## config.mk

```make
export PLATFORM = sky130hd
export DESIGN_NAME = line_rasterizer
export DESIGN_NICKNAME = d
export VERILOG_FILES = /design/src/rtl/lr_pkg.sv /design/src/rtl/lr_front.sv /design/src/rtl/lr_queue.sv /design/src/rtl/lr_back.sv /design/src/rtl/line_rasterizer.sv
export SDC_FILE = /design/constraint.sdc
export NUM_CORES = 1
export LEC_CHECK = 0
export BUFFER_PORTS_ARGS = -buffer_cell sky130_fd_sc_hd__buf_2
export CORE_MARGIN = 2
export CORE_UTILIZATION = 50
export DETAILED_ROUTE_END_ITERATION = 10
export GPL_TIMING_DRIVEN = 0
export HOLD_SLACK_MARGIN = 0.05
export PLACE_DENSITY = 0.7
export SYNTH_ARGS = -nofsm -noshare
export SYNTH_HDL_FRONTEND = slang
export SYNTH_SLANG_ARGS = --single-unit
```

## constraint.sdc

```tcl
create_clock -name aclk -period 13.3 [get_ports aclk]
set_input_delay 1.33 -clock aclk [delete_from_list [all_inputs] [get_ports aclk]]
set_output_delay 1.33 -clock aclk [all_outputs]
set_load 0.01 [all_outputs]
```

## src/rtl/lr_pkg.sv

```systemverilog
// ----------------------------------------------------------------------------
// Line rasterizer package
// Shared widths, the setup record passed from the front end to the pixel
// stepper, and the coordinate clamp.
// ----------------------------------------------------------------------------
package lr_pkg;

    localparam int COORD_RANGE = 64;
    localparam int COORD_W     = 6;
    localparam int VALUE_W     = 8;
    localparam int DEC_W       = 10;
    localparam int STEP_W      = 9;
    localparam int S_DATA_W    = 32;
    localparam int M_DATA_W    = 24;
    localparam int QUEUE_DEPTH = 2;

    localparam logic [COORD_W-1:0] COORD_MAX = COORD_W'(COORD_RANGE - 1);

    typedef logic [COORD_W-1:0] coord_t;

    // Everything the stepper needs to draw one line.
    typedef struct packed {
        coord_t                    a_start;
        coord_t                    b_start;
        coord_t                    a_end;
        logic                      major_is_y;
        logic                      minor_falls;
        logic signed [DEC_W-1:0]   decision;
        logic signed [STEP_W-1:0]  step_straight;
        logic signed [STEP_W-1:0]  step_diag_up;
        logic signed [STEP_W-1:0]  step_diag_down;
        logic [VALUE_W-1:0]        line_value;
    } line_setup_t;

    // Handshake between two stages that carry a setup record.
    typedef struct packed {
        logic        valid;
        line_setup_t setup;
    } setup_chan_t;

    function automatic coord_t clamp_coord(input coord_t v);
        clamp_coord = (v > COORD_MAX) ? COORD_MAX : v;
    endfunction

endpackage

```

## src/rtl/lr_front.sv

```systemverilog
// ----------------------------------------------------------------------------
// Line rasterizer front end
// Registers one request, clamps the endpoints, picks the major axis and the
// drawing direction, and works out the midpoint decision terms.
// ----------------------------------------------------------------------------
module lr_front (
    input  logic                          aclk,
    input  logic                          aresetn,
    input  logic                          s_tvalid,
    output logic                          s_tready,
    // start_x[5:0], start_y[11:6], end_x[17:12], end_y[23:18], gray_level[31:24]
    input  logic [lr_pkg::S_DATA_W-1:0]   s_tdata,
    output lr_pkg::setup_chan_t           push,
    input  logic                          push_ready
);
    import lr_pkg::*;

    logic                  hold_valid_reg, hold_valid_next;
    logic [S_DATA_W-1:0]   hold_data_reg;
    logic                  push_fire;

    coord_t                x0, y0, x1, y1;
    logic signed [6:0]     dx, dy, adx, ady;
    logic                  major_is_y, swap;
    coord_t                a0, b0, a1, b1;
    logic signed [6:0]     big, small_span;
    logic signed [DEC_W-1:0] big_w, small2_w, dec_w, up_w, down_w;

    assign push_fire       = hold_valid_reg && push_ready;
    assign s_tready        = !hold_valid_reg || push_ready;
    assign hold_valid_next = (s_tvalid && s_tready) ? 1'b1 :
                             (push_fire ? 1'b0 : hold_valid_reg);

    always_ff @(posedge aclk) begin
        if (!aresetn) begin
            hold_valid_reg <= 1'b0;
        end else begin
            hold_valid_reg <= hold_valid_next;
        end
        if (s_tvalid && s_tready) begin
            hold_data_reg <= s_tdata;
        end
    end

    always_comb begin
        x0 = clamp_coord(hold_data_reg[5:0]);
        y0 = clamp_coord(hold_data_reg[11:6]);
        x1 = clamp_coord(hold_data_reg[17:12]);
        y1 = clamp_coord(hold_data_reg[23:18]);
        dx = $signed({1'b0, x1}) - $signed({1'b0, x0});
        dy = $signed({1'b0, y1}) - $signed({1'b0, y0});
        adx = dx[6] ? -dx : dx;
        ady = dy[6] ? -dy : dy;
        // Comparing magnitudes is the same as comparing squares; ties go to y.
        major_is_y = !(adx > ady);
        swap = major_is_y ? (y1 < y0) : (x1 < x0);
        if (!major_is_y) begin
            a0 = swap ? x1 : x0;
            a1 = swap ? x0 : x1;
            b0 = swap ? y1 : y0;
            b1 = swap ? y0 : y1;
        end else begin
            a0 = swap ? y1 : y0;
            a1 = swap ? y0 : y1;
            b0 = swap ? x1 : x0;
            b1 = swap ? x0 : x1;
        end
        big        = $signed({1'b0, a1}) - $signed({1'b0, a0});
        small_span = $signed({1'b0, b1}) - $signed({1'b0, b0});
        big_w      = DEC_W'(big);
        small2_w   = DEC_W'(small_span) <<< 1;
        dec_w      = small_span[6] ? (small2_w + big_w) : (small2_w - big_w);
        up_w       = small2_w - (big_w <<< 1);
        down_w     = small2_w + (big_w <<< 1);
    end

    always_comb begin
        push.valid                = hold_valid_reg;
        push.setup.a_start        = a0;
        push.setup.b_start        = b0;
        push.setup.a_end          = a1;
        push.setup.major_is_y     = major_is_y;
        push.setup.minor_falls    = small_span[6];
        push.setup.decision       = dec_w;
        push.setup.step_straight  = small2_w[STEP_W-1:0];
        push.setup.step_diag_up   = up_w[STEP_W-1:0];
        push.setup.step_diag_down = down_w[STEP_W-1:0];
        push.setup.line_value     = hold_data_reg[31:24];
    end

endmodule

```

## src/rtl/lr_queue.sv

```systemverilog
// ----------------------------------------------------------------------------
// Line rasterizer setup queue
// A short register queue of setup records between the front end and the
// stepper, so that each side stalls on its own.
// ----------------------------------------------------------------------------
module lr_queue (
    input  logic                  aclk,
    input  logic                  aresetn,
    input  lr_pkg::setup_chan_t   push,
    output logic                  push_ready,
    output lr_pkg::setup_chan_t   pop,
    input  logic                  pop_ready
);
    import lr_pkg::*;

    localparam int PTR_W = $clog2(QUEUE_DEPTH);

    line_setup_t          entry_reg [QUEUE_DEPTH];
    logic [PTR_W-1:0]     wr_ptr_reg, wr_ptr_next;
    logic [PTR_W-1:0]     rd_ptr_reg, rd_ptr_next;
    logic [PTR_W:0]       count_reg, count_next;
    logic                 do_push, do_pop;

    assign push_ready = (count_reg != (PTR_W+1)'(QUEUE_DEPTH));
    assign do_push    = push.valid && push_ready;
    assign do_pop     = pop.valid && pop_ready;
    assign pop.valid  = (count_reg != '0);
    assign pop.setup  = entry_reg[rd_ptr_reg];

    always_comb begin
        wr_ptr_next = wr_ptr_reg;
        rd_ptr_next = rd_ptr_reg;
        if (do_push) begin
            wr_ptr_next = (wr_ptr_reg == PTR_W'(QUEUE_DEPTH - 1)) ? '0 : wr_ptr_reg + 1'b1;
        end
        if (do_pop) begin
            rd_ptr_next = (rd_ptr_reg == PTR_W'(QUEUE_DEPTH - 1)) ? '0 : rd_ptr_reg + 1'b1;
        end
        count_next = count_reg + (PTR_W+1)'(do_push) - (PTR_W+1)'(do_pop);
    end

    always_ff @(posedge aclk) begin
        if (!aresetn) begin
            wr_ptr_reg <= '0;
            rd_ptr_reg <= '0;
            count_reg  <= '0;
        end else begin
            wr_ptr_reg <= wr_ptr_next;
            rd_ptr_reg <= rd_ptr_next;
            count_reg  <= count_next;
        end
        if (do_push) begin
            entry_reg[wr_ptr_reg] <= push.setup;
        end
    end

endmodule

```

## src/rtl/lr_back.sv

```systemverilog
// ----------------------------------------------------------------------------
// Line rasterizer stepper
// Loads one setup record and walks the midpoint run, one pixel per cycle,
// into an output register that holds while the sink stalls.
// ----------------------------------------------------------------------------
module lr_back (
    input  logic                          aclk,
    input  logic                          aresetn,
    input  lr_pkg::setup_chan_t           pop,
    output logic                          pop_ready,
    output logic                          m_tvalid,
    input  logic                          m_tready,
    // pixel_x[5:0], pixel_y[11:6], pixel_value[19:12], zero[23:20]
    output logic [lr_pkg::M_DATA_W-1:0]   m_tdata,
    output logic                          m_tlast
);
    import lr_pkg::*;

    logic                    active_reg, active_next;
    coord_t                  a_reg, b_reg, a_end_reg;
    logic                    major_is_y_reg, minor_falls_reg;
    logic signed [DEC_W-1:0] dec_reg;
    logic signed [STEP_W-1:0] st_reg, up_reg, down_reg;
    logic [VALUE_W-1:0]      value_reg;

    logic                    out_valid_reg, out_valid_next;
    logic [M_DATA_W-1:0]     out_data_reg;
    logic                    out_last_reg;

    logic                    emit, is_last, dec_le_zero;
    logic signed [DEC_W-1:0] dec_next;
    coord_t                  b_next;
    coord_t                  px, py;

    assign pop_ready   = !active_reg;
    assign emit        = active_reg && (!out_valid_reg || m_tready);
    // The run length never exceeds the tile, so reaching the end coordinate
    // is the only way a run finishes.
    assign is_last     = (a_reg == a_end_reg);
    assign dec_le_zero = dec_reg[DEC_W-1] || (dec_reg == '0);
    assign px          = major_is_y_reg ? b_reg : a_reg;
    assign py          = major_is_y_reg ? a_reg : b_reg;

    always_comb begin
        dec_next = dec_reg;
        b_next   = b_reg;
        if (!minor_falls_reg) begin
            if (dec_le_zero) begin
                dec_next = dec_reg + DEC_W'(st_reg);
            end else begin
                dec_next = dec_reg + DEC_W'(up_reg);
                b_next   = b_reg + 1'b1;
            end
        end else begin
            if (dec_le_zero) begin
                dec_next = dec_reg + DEC_W'(down_reg);
                b_next   = b_reg - 1'b1;
            end else begin
                dec_next = dec_reg + DEC_W'(st_reg);
            end
        end
    end

    always_comb begin
        active_next = active_reg;
        if (pop.valid && pop_ready) begin
            active_next = 1'b1;
        end else if (emit && is_last) begin
            active_next = 1'b0;
        end
        out_valid_next = out_valid_reg;
        if (emit) begin
            out_valid_next = 1'b1;
        end else if (m_tready) begin
            out_valid_next = 1'b0;
        end
    end

    always_ff @(posedge aclk) begin
        if (!aresetn) begin
            active_reg    <= 1'b0;
            out_valid_reg <= 1'b0;
        end else begin
            active_reg    <= active_next;
            out_valid_reg <= out_valid_next;
        end
        if (pop.valid && pop_ready) begin
            a_reg           <= pop.setup.a_start;
            b_reg           <= pop.setup.b_start;
            a_end_reg       <= pop.setup.a_end;
            major_is_y_reg  <= pop.setup.major_is_y;
            minor_falls_reg <= pop.setup.minor_falls;
            dec_reg         <= pop.setup.decision;
            st_reg          <= pop.setup.step_straight;
            up_reg          <= pop.setup.step_diag_up;
            down_reg        <= pop.setup.step_diag_down;
            value_reg       <= pop.setup.line_value;
        end else if (emit && !is_last) begin
            a_reg   <= a_reg + 1'b1;
            b_reg   <= b_next;
            dec_reg <= dec_next;
        end
        if (emit) begin
            out_data_reg <= {4'b0000, value_reg, py, px};
            out_last_reg <= is_last;
        end
    end

    assign m_tvalid = out_valid_reg;
    assign m_tdata  = out_data_reg;
    assign m_tlast  = out_last_reg;

endmodule

```

## src/rtl/line_rasterizer.sv

```systemverilog
// ----------------------------------------------------------------------------
// Line rasterizer
// Midpoint line drawing: one request in, every pixel of the line out.
// ----------------------------------------------------------------------------
// Each request transaction carries two endpoints and a gray level; the block
// returns one transaction per pixel, starting at the endpoint with the smaller
// major coordinate, with tlast on the final pixel. A line of
// n = max(|dx|, |dy|) + 1 pixels (1 to 64) leaves the stepper at one pixel per
// cycle while the sink accepts them; the stepper loads the next line's setup
// only once the current line is done, so it takes no new line mid-run. The
// front end takes and prepares the following requests meanwhile and queues
// up to two of them. A request passes through the front-end register, the
// queue, the stepper's setup registers and the output register.
module line_rasterizer (
    input  logic                          aclk,
    input  logic                          aresetn,
    input  logic                          s_tvalid,
    output logic                          s_tready,
    // start_x[5:0], start_y[11:6], end_x[17:12], end_y[23:18], gray_level[31:24]
    input  logic [lr_pkg::S_DATA_W-1:0]   s_tdata,
    output logic                          m_tvalid,
    input  logic                          m_tready,
    // pixel_x[5:0], pixel_y[11:6], pixel_value[19:12], zero[23:20]
    output logic [lr_pkg::M_DATA_W-1:0]   m_tdata,
    output logic                          m_tlast
);
    import lr_pkg::*;

    setup_chan_t push, pop;
    logic        push_ready, pop_ready;

    lr_front u_front (
        .aclk       (aclk),
        .aresetn    (aresetn),
        .s_tvalid   (s_tvalid),
        .s_tready   (s_tready),
        .s_tdata    (s_tdata),
        .push       (push),
        .push_ready (push_ready)
    );

    lr_queue u_queue (
        .aclk       (aclk),
        .aresetn    (aresetn),
        .push       (push),
        .push_ready (push_ready),
        .pop        (pop),
        .pop_ready  (pop_ready)
    );

    lr_back u_back (
        .aclk      (aclk),
        .aresetn   (aresetn),
        .pop       (pop),
        .pop_ready (pop_ready),
        .m_tvalid  (m_tvalid),
        .m_tready  (m_tready),
        .m_tdata   (m_tdata),
        .m_tlast   (m_tlast)
    );

endmodule

```

Yosys cells after proc, flatten, opt, wreduce, memory -nomap -nowiden
Memories as Yosys holds them, arrays and structs flattened. A register that Yosys moved wholly into a read port is not among the register bits.
Cells that the tools add are included.
{ "word_totals": {"input_bits": 36, "mem_bits_rw": 128, "regBits": 125, "memories": 1} }
{ "memory_table": {"columns": ["memory", "depth", "width", "rd", "rd_ports_with_merged_regs", "wr", "line_no", "source"], "rows": [
  ["u_queue.entry_reg", 2, 64, 1, 1, 1, "lr_queue.sv:18", "line_setup_t entry_reg [QUEUE_DEPTH];"]
]} }
{ "classes": {"n_addsub": 20, "muxes": 42, "n_eq_ne": 4, "n_reduce_logical": 21, "order_cmp": 7} }
{ "ops": {"columns": ["operator", "count"], "rows": [
  ["6-bit 2-to-1 mux", 21],
  ["10-bit 2-to-1 mux", 6],
  ["10-bit by 9-bit adder with 10-bit output", 3],
  ["6-bit by 6-bit subtractor with 7-bit output", 4],
  ["6-bit > comparator (second input constant)", 4],
  ["7-bit 2-to-1 mux", 2],
  ["7-bit negation", 2],
  ["1-bit 2-to-1 mux", 13],
  ["6-bit by 1-bit adder with 6-bit output (second input constant)", 2],
  ["6-bit < comparator", 2],
  ["10-bit zero test", 1],
  ["2-bit nonzero test", 5],
  ["8-bit by 7-bit adder with 9-bit output", 1],
  ["8-bit by 8-bit adder with 9-bit output", 1],
  ["8-bit by 7-bit subtractor with 9-bit output", 1],
  ["8-bit by 8-bit subtractor with 9-bit output", 1],
  ["7-bit > comparator", 1],
  ["6-bit == test", 1],
  ["1-bit logical AND", 6],
  ["6-bit by 1-bit subtractor with 6-bit output (second input constant)", 1],
  ["1-bit zero test", 5],
  ["1-bit logical OR", 3],
  ["3-bit by 2-bit inequality test with 1-bit output (second input constant)", 1],
  ["3-bit inequality test (second input constant)", 1],
  ["5 further kinds", 6]
]} }

Depth between registers and ports, before layout
{ "depth": {"word_depth": 12, "mapped_depth": 42, "mapped_depth_nobuf": 38} }

Modules after synthesis
A second synthesis with hierarchy kept.
{ "hier_totals": {"hier_cells": 1117, "area_unflattened_um2": 14228.6} }
{ "by_module_without_submodules": {"columns": ["module", "n_inst", "seq_area_each_um2", "area_per_inst_um2", "cells_per_inst"], "rows": [
  ["lr_queue", 1, 4003.8, 5154.9, 231],
  ["lr_back", 1, 2622.5, 4645.7, 368],
  ["lr_front", 1, 980.9, 4428.0, 518]
]} }

Worst setup path after synthesis
OpenSTA, ideal clock, no wires.
{ "synth_timing": {"path_type": "reg2reg", "from": "register u_front.hold_data_reg[7]", "to": "memory u_queue.entry_reg[0][24] in the netlist's numbering (data pin)", "arrival_time_ps": 7793, "stages_incl_launch_ff": 38, "slack_ps": 5323, "period_less_slack_ps": 7977, "setup_time_ps": 184, "path_cell_list": "edfxtp_1 > nor2b_1 > nor2_1 > ha_1 > o31ai_1 > o21ai_0 > maj3_1 > nor2b_1 > o21ai_0 > nand2b_1 > or4_1 > ha_1 > nand4_1 > a2bb2oi_1 > o21a_1 > clkbuf_1 > inv_1 > buf_2 > [2 not listed] > mux2i_1 > mux2i_1 > ha_1 > fa_1 > nor2b_1 > o21ai_0 > a21boi_0 > o21ai_0 > nand2b_1 > clkbuf_1 > inv_1 > clkbuf_1 > ha_1 > clkbuf_1 > nand3_1 > o31ai_1 > a221o_1 > a211oi_1"} }
{ "synth_rtl": {"columns": ["item", "line_no", "source"], "rows": [
  ["from (decl)", "lr_front.sv:19", "logic [S_DATA_W-1:0] hold_data_reg;"],
  ["from (signal assigned)", "lr_front.sv:41", "hold_data_reg <= s_tdata;"],
  ["to (decl)", "lr_queue.sv:18", null]
]} }

==> results.sh <==
export IMPL_status="finished, final reports clean"
export IMPL_clkLatencyLatePin_ps=530
export IMPL_io_pin_count=63
export IMPL_cts_setup_buffers=0
export IMPL_clk_pin_slew_worst_paths_ps=60
export IMPL_cts_tree="built"
export IMPL_crit_arrival_ps=10210
export IMPL_skew_ps=19.3
export IMPL_multi_input_area_mm2=0.00531
export IMPL_start_util_pct=50.8
export IMPL_yosysSeqAreaShare_pct=54.9
export IMPL_num_nets_final=1255
export IMPL_n_antenna_cell=0
export IMPL_gp_congestion=0.880
export IMPL_antenna_found_initial=0
export IMPL_cts_buffers_inserted=25
export IMPL_hold_buffers=0
export IMPL_num_rows=58
export IMPL_die_area_mm2=0.0268
export IMPL_largest_reg_flops=116
export IMPL_synth_area_mm2=0.0128
export IMPL_synth_area_per_cell_um2=12.3
export IMPL_grt_pass1_vias=7911
export IMPL_synth_top_area_share_pct=53.7
export IMPL_viasPerCell=5.44
export IMPL_ys_types=63
export IMPL_grt_pass1_wl_mm=40.9
export IMPL_clockRootBuffer="clkbuf_16"
export IMPL_end_kind="register"
export IMPL_cts_resized_gates=0
export IMPL_area_delta_synth_final_pct=13.1
export IMPL_required_ps=13600
export IMPL_drc_errors=0
export IMPL_gr_total_overflow=0
export IMPL_timing_final_crit_share_pct=74.5
export IMPL_async_flop_share_pct=0
export IMPL_core_mm2=0.0251
export IMPL_critPathBufInv=8
export IMPL_drv_cap=0
export IMPL_hp_class="register to register"
export IMPL_synth_seq_cells=236
export IMPL_wire_per_inst_um=17.5
export IMPL_synth_enable_flop_cells=228
export IMPL_postSynthCellCount=1034
export IMPL_slew_viol_final=0
export IMPL_crit_type="register to register"
export IMPL_clockBufferDepth=3
export IMPL_slowest_delay_ps=580
export IMPL_clkSinkCount=236
export IMPL_final_layout_size_suffix_gt1_share_pct=14.7
export IMPL_clock_fmax_mhz=101
export IMPL_grt_max_degree=59
export IMPL_finalSetupViolations=0
export IMPL_routed_via_count=8012
export IMPL_period_needed_ps=9910
export IMPL_ys_warn_count=0
export IMPL_routed_wl_mm=25.7
export IMPL_nFillCells=2005
export IMPL_place_port_buffers=58
export IMPL_synth_area_top_cells="edfxtp_1, ha_1, mux2_2"
export IMPL_cp_slowest_cell="or4_1"
export IMPL_crit_path_start_kind="register"
export IMPL_tightest_slew_ps=993
export IMPL_relSlewSlack_pct=33.8
export IMPL_critPathMostFrequentCell="clkbuf_1"
export IMPL_rsz0062_at_grt="no"
export IMPL_track_usage_pct=19.5
export IMPL_drt_first_pass_iters=5
export IMPL_die_x_um=164
export IMPL_die_y_um=164
export IMPL_synth_ff_type="edfxtp_1"
export IMPL_dp_hpwl_mm=19.0
export IMPL_hold_viol=0
export IMPL_yosys_area_top_type="edfxtp_1"
export IMPL_critPathTopFamily="buffers and inverters"
export IMPL_fin_setup_tns_ps=0
export IMPL_ant_nets=0
export IMPL_h_tree_depth=1
export IMPL_drt_iter0_drc=510
export IMPL_cp_max_fo=13
export IMPL_regArea_mm2=0.00701
## worst reg2reg max path: cells and delay by family, from the launching register on
kind / cells / cell delay, ps
AO/OA/AOI/OAI: 11 / 2300
adder cells (fa/ha/maj): 6 / 2080
buffers and inverters: 8 / 2460
flip-flops: 1 / 460
multiplexers: 2 / 530
AND/OR/NAND/NOR: 10 / 1850
## path summary, 6_finish.rpt
check                                                end                 startpoint  cells past startpoint  slack (ps)
worst max register to register  u_queue.entry_reg[0][43]  u_front.hold_data_reg[19]                     37        3390
worst min register to register        u_back.m_tdata[15]        u_back.value_reg[3]                      0         420
worst max-delay path            u_queue.entry_reg[0][43]  u_front.hold_data_reg[19]                     37        3390
worst min-delay path                  u_back.m_tdata[15]        u_back.value_reg[3]                      0         420
## through the flow
| stage | cell area (um^2) | hold WS [ps] | cells | worst slack (ps) | util, % |
|---|---|---|---|---|---|
| after floorplan | 12800 | 400 | 1037 | 5320 | - |
| after global placement | 13500 | 401 | 1425 | 3650 | 53.7 |
| after detailed placement | 13600 | 405 | 1428 | 3490 | 54.0 |
| after CTS | 14400 | 419 | 1474 | 3390 | 57.5 |
| after global routing | 14400 | 432 | 1474 | 2320 | 57.5 |
| final | 14400 | 423 | 1474 | 3390 | 57.5 |
## area by class of cell
class                           count  share of cell area, %
Sequential cell                   236                   48.5
Multi-Input combinational cell    678                   36.8
Clock buffer                       37                   4.72
Tap cell                          330                   2.86
Timing Repair Buffer               61                   2.48
Inverter                           87                   2.26
Clock inverter                      9                   1.28
Buffer                             36                   1.07
## Yosys cell counts, types with 4 or more instances
master and number:
edfxtp_1 228, inv_1 86, ha_1 85, nand2_1 73, xnor2_1 64, a21oi_1 63, mux2_2 51, mux2i_1 50
nor2_1 47, o21ai_0 27, clkbuf_1 21, nor2b_1 21, xor2_1 18, a21o_1 16, o21bai_1 16, nand3_1 15
nand2b_1 12, a211oi_1 11, fa_1 9, and2_1 8, buf_1 8, dfxtp_1 8, nor3_1 8, a31oi_1 7
nand4_1 6, o211ai_1 6, a21boi_0 5, and3_1 4, buf_4 4, o311ai_0 4, o31ai_1 4
## logic make-up (layout without fill, tap and decap cells)
family / Yosys count / in the layout / share of synthesized area [%]
adders and majority gates: 98 / 98 / 10.1
and+or+nand+nor: 215 / 215 / 8.19
AOI/OAI and AO/OA: 177 / 177 / 8.79
xor gates and xnor gates: 83 / 83 / 5.82
other: 1 / 4 / 0.0294
DFF: 236 / 236 / 54.9
buffers and inverters: 123 / 230 / 3.77
muxes: 101 / 101 / 8.42
## layer usage
layer | GRT usage, % | routed length [um] | vias up
met5 | 0 | 0 | -
met4 | 4.74 | 561 | 0
met3 | 2.55 | 1080 | 44
met2 | 33.0 | 12400 | 182
met1 | 26.7 | 11700 | 3877
li1 | - | - | 3909
## cell usage in the layout, fill, tap and decap left out, drive strengths merged, types with 3 or more instances in the layout
cell type    n
xor2        18
o211ai       6
o21ai       29
o21bai      16
nor3b        3
maj3         4
nand3       15
nand2b      12
nor3         8
xnor2       64
conb         4
bufinv       5
mux2i       50
clkinv       4
edfxtp     228
nand2       73
nor4         3
clkbuf      58
a21oi       63
mux2        51
or3          3
ha          85
o31ai        5
a31o         4
inv         87
nor2        47
buf         76
nor2b       21
o311ai       4
a211oi      11
and3         4
a21boi       5
dfxtp        8
nand4        6
a31oi        7
and2         8
a21o        16
fa           9
Power is left out: the tool's default activity adds up to more than one toggle a clock period on the data nets, which glitch-free logic cannot reach.
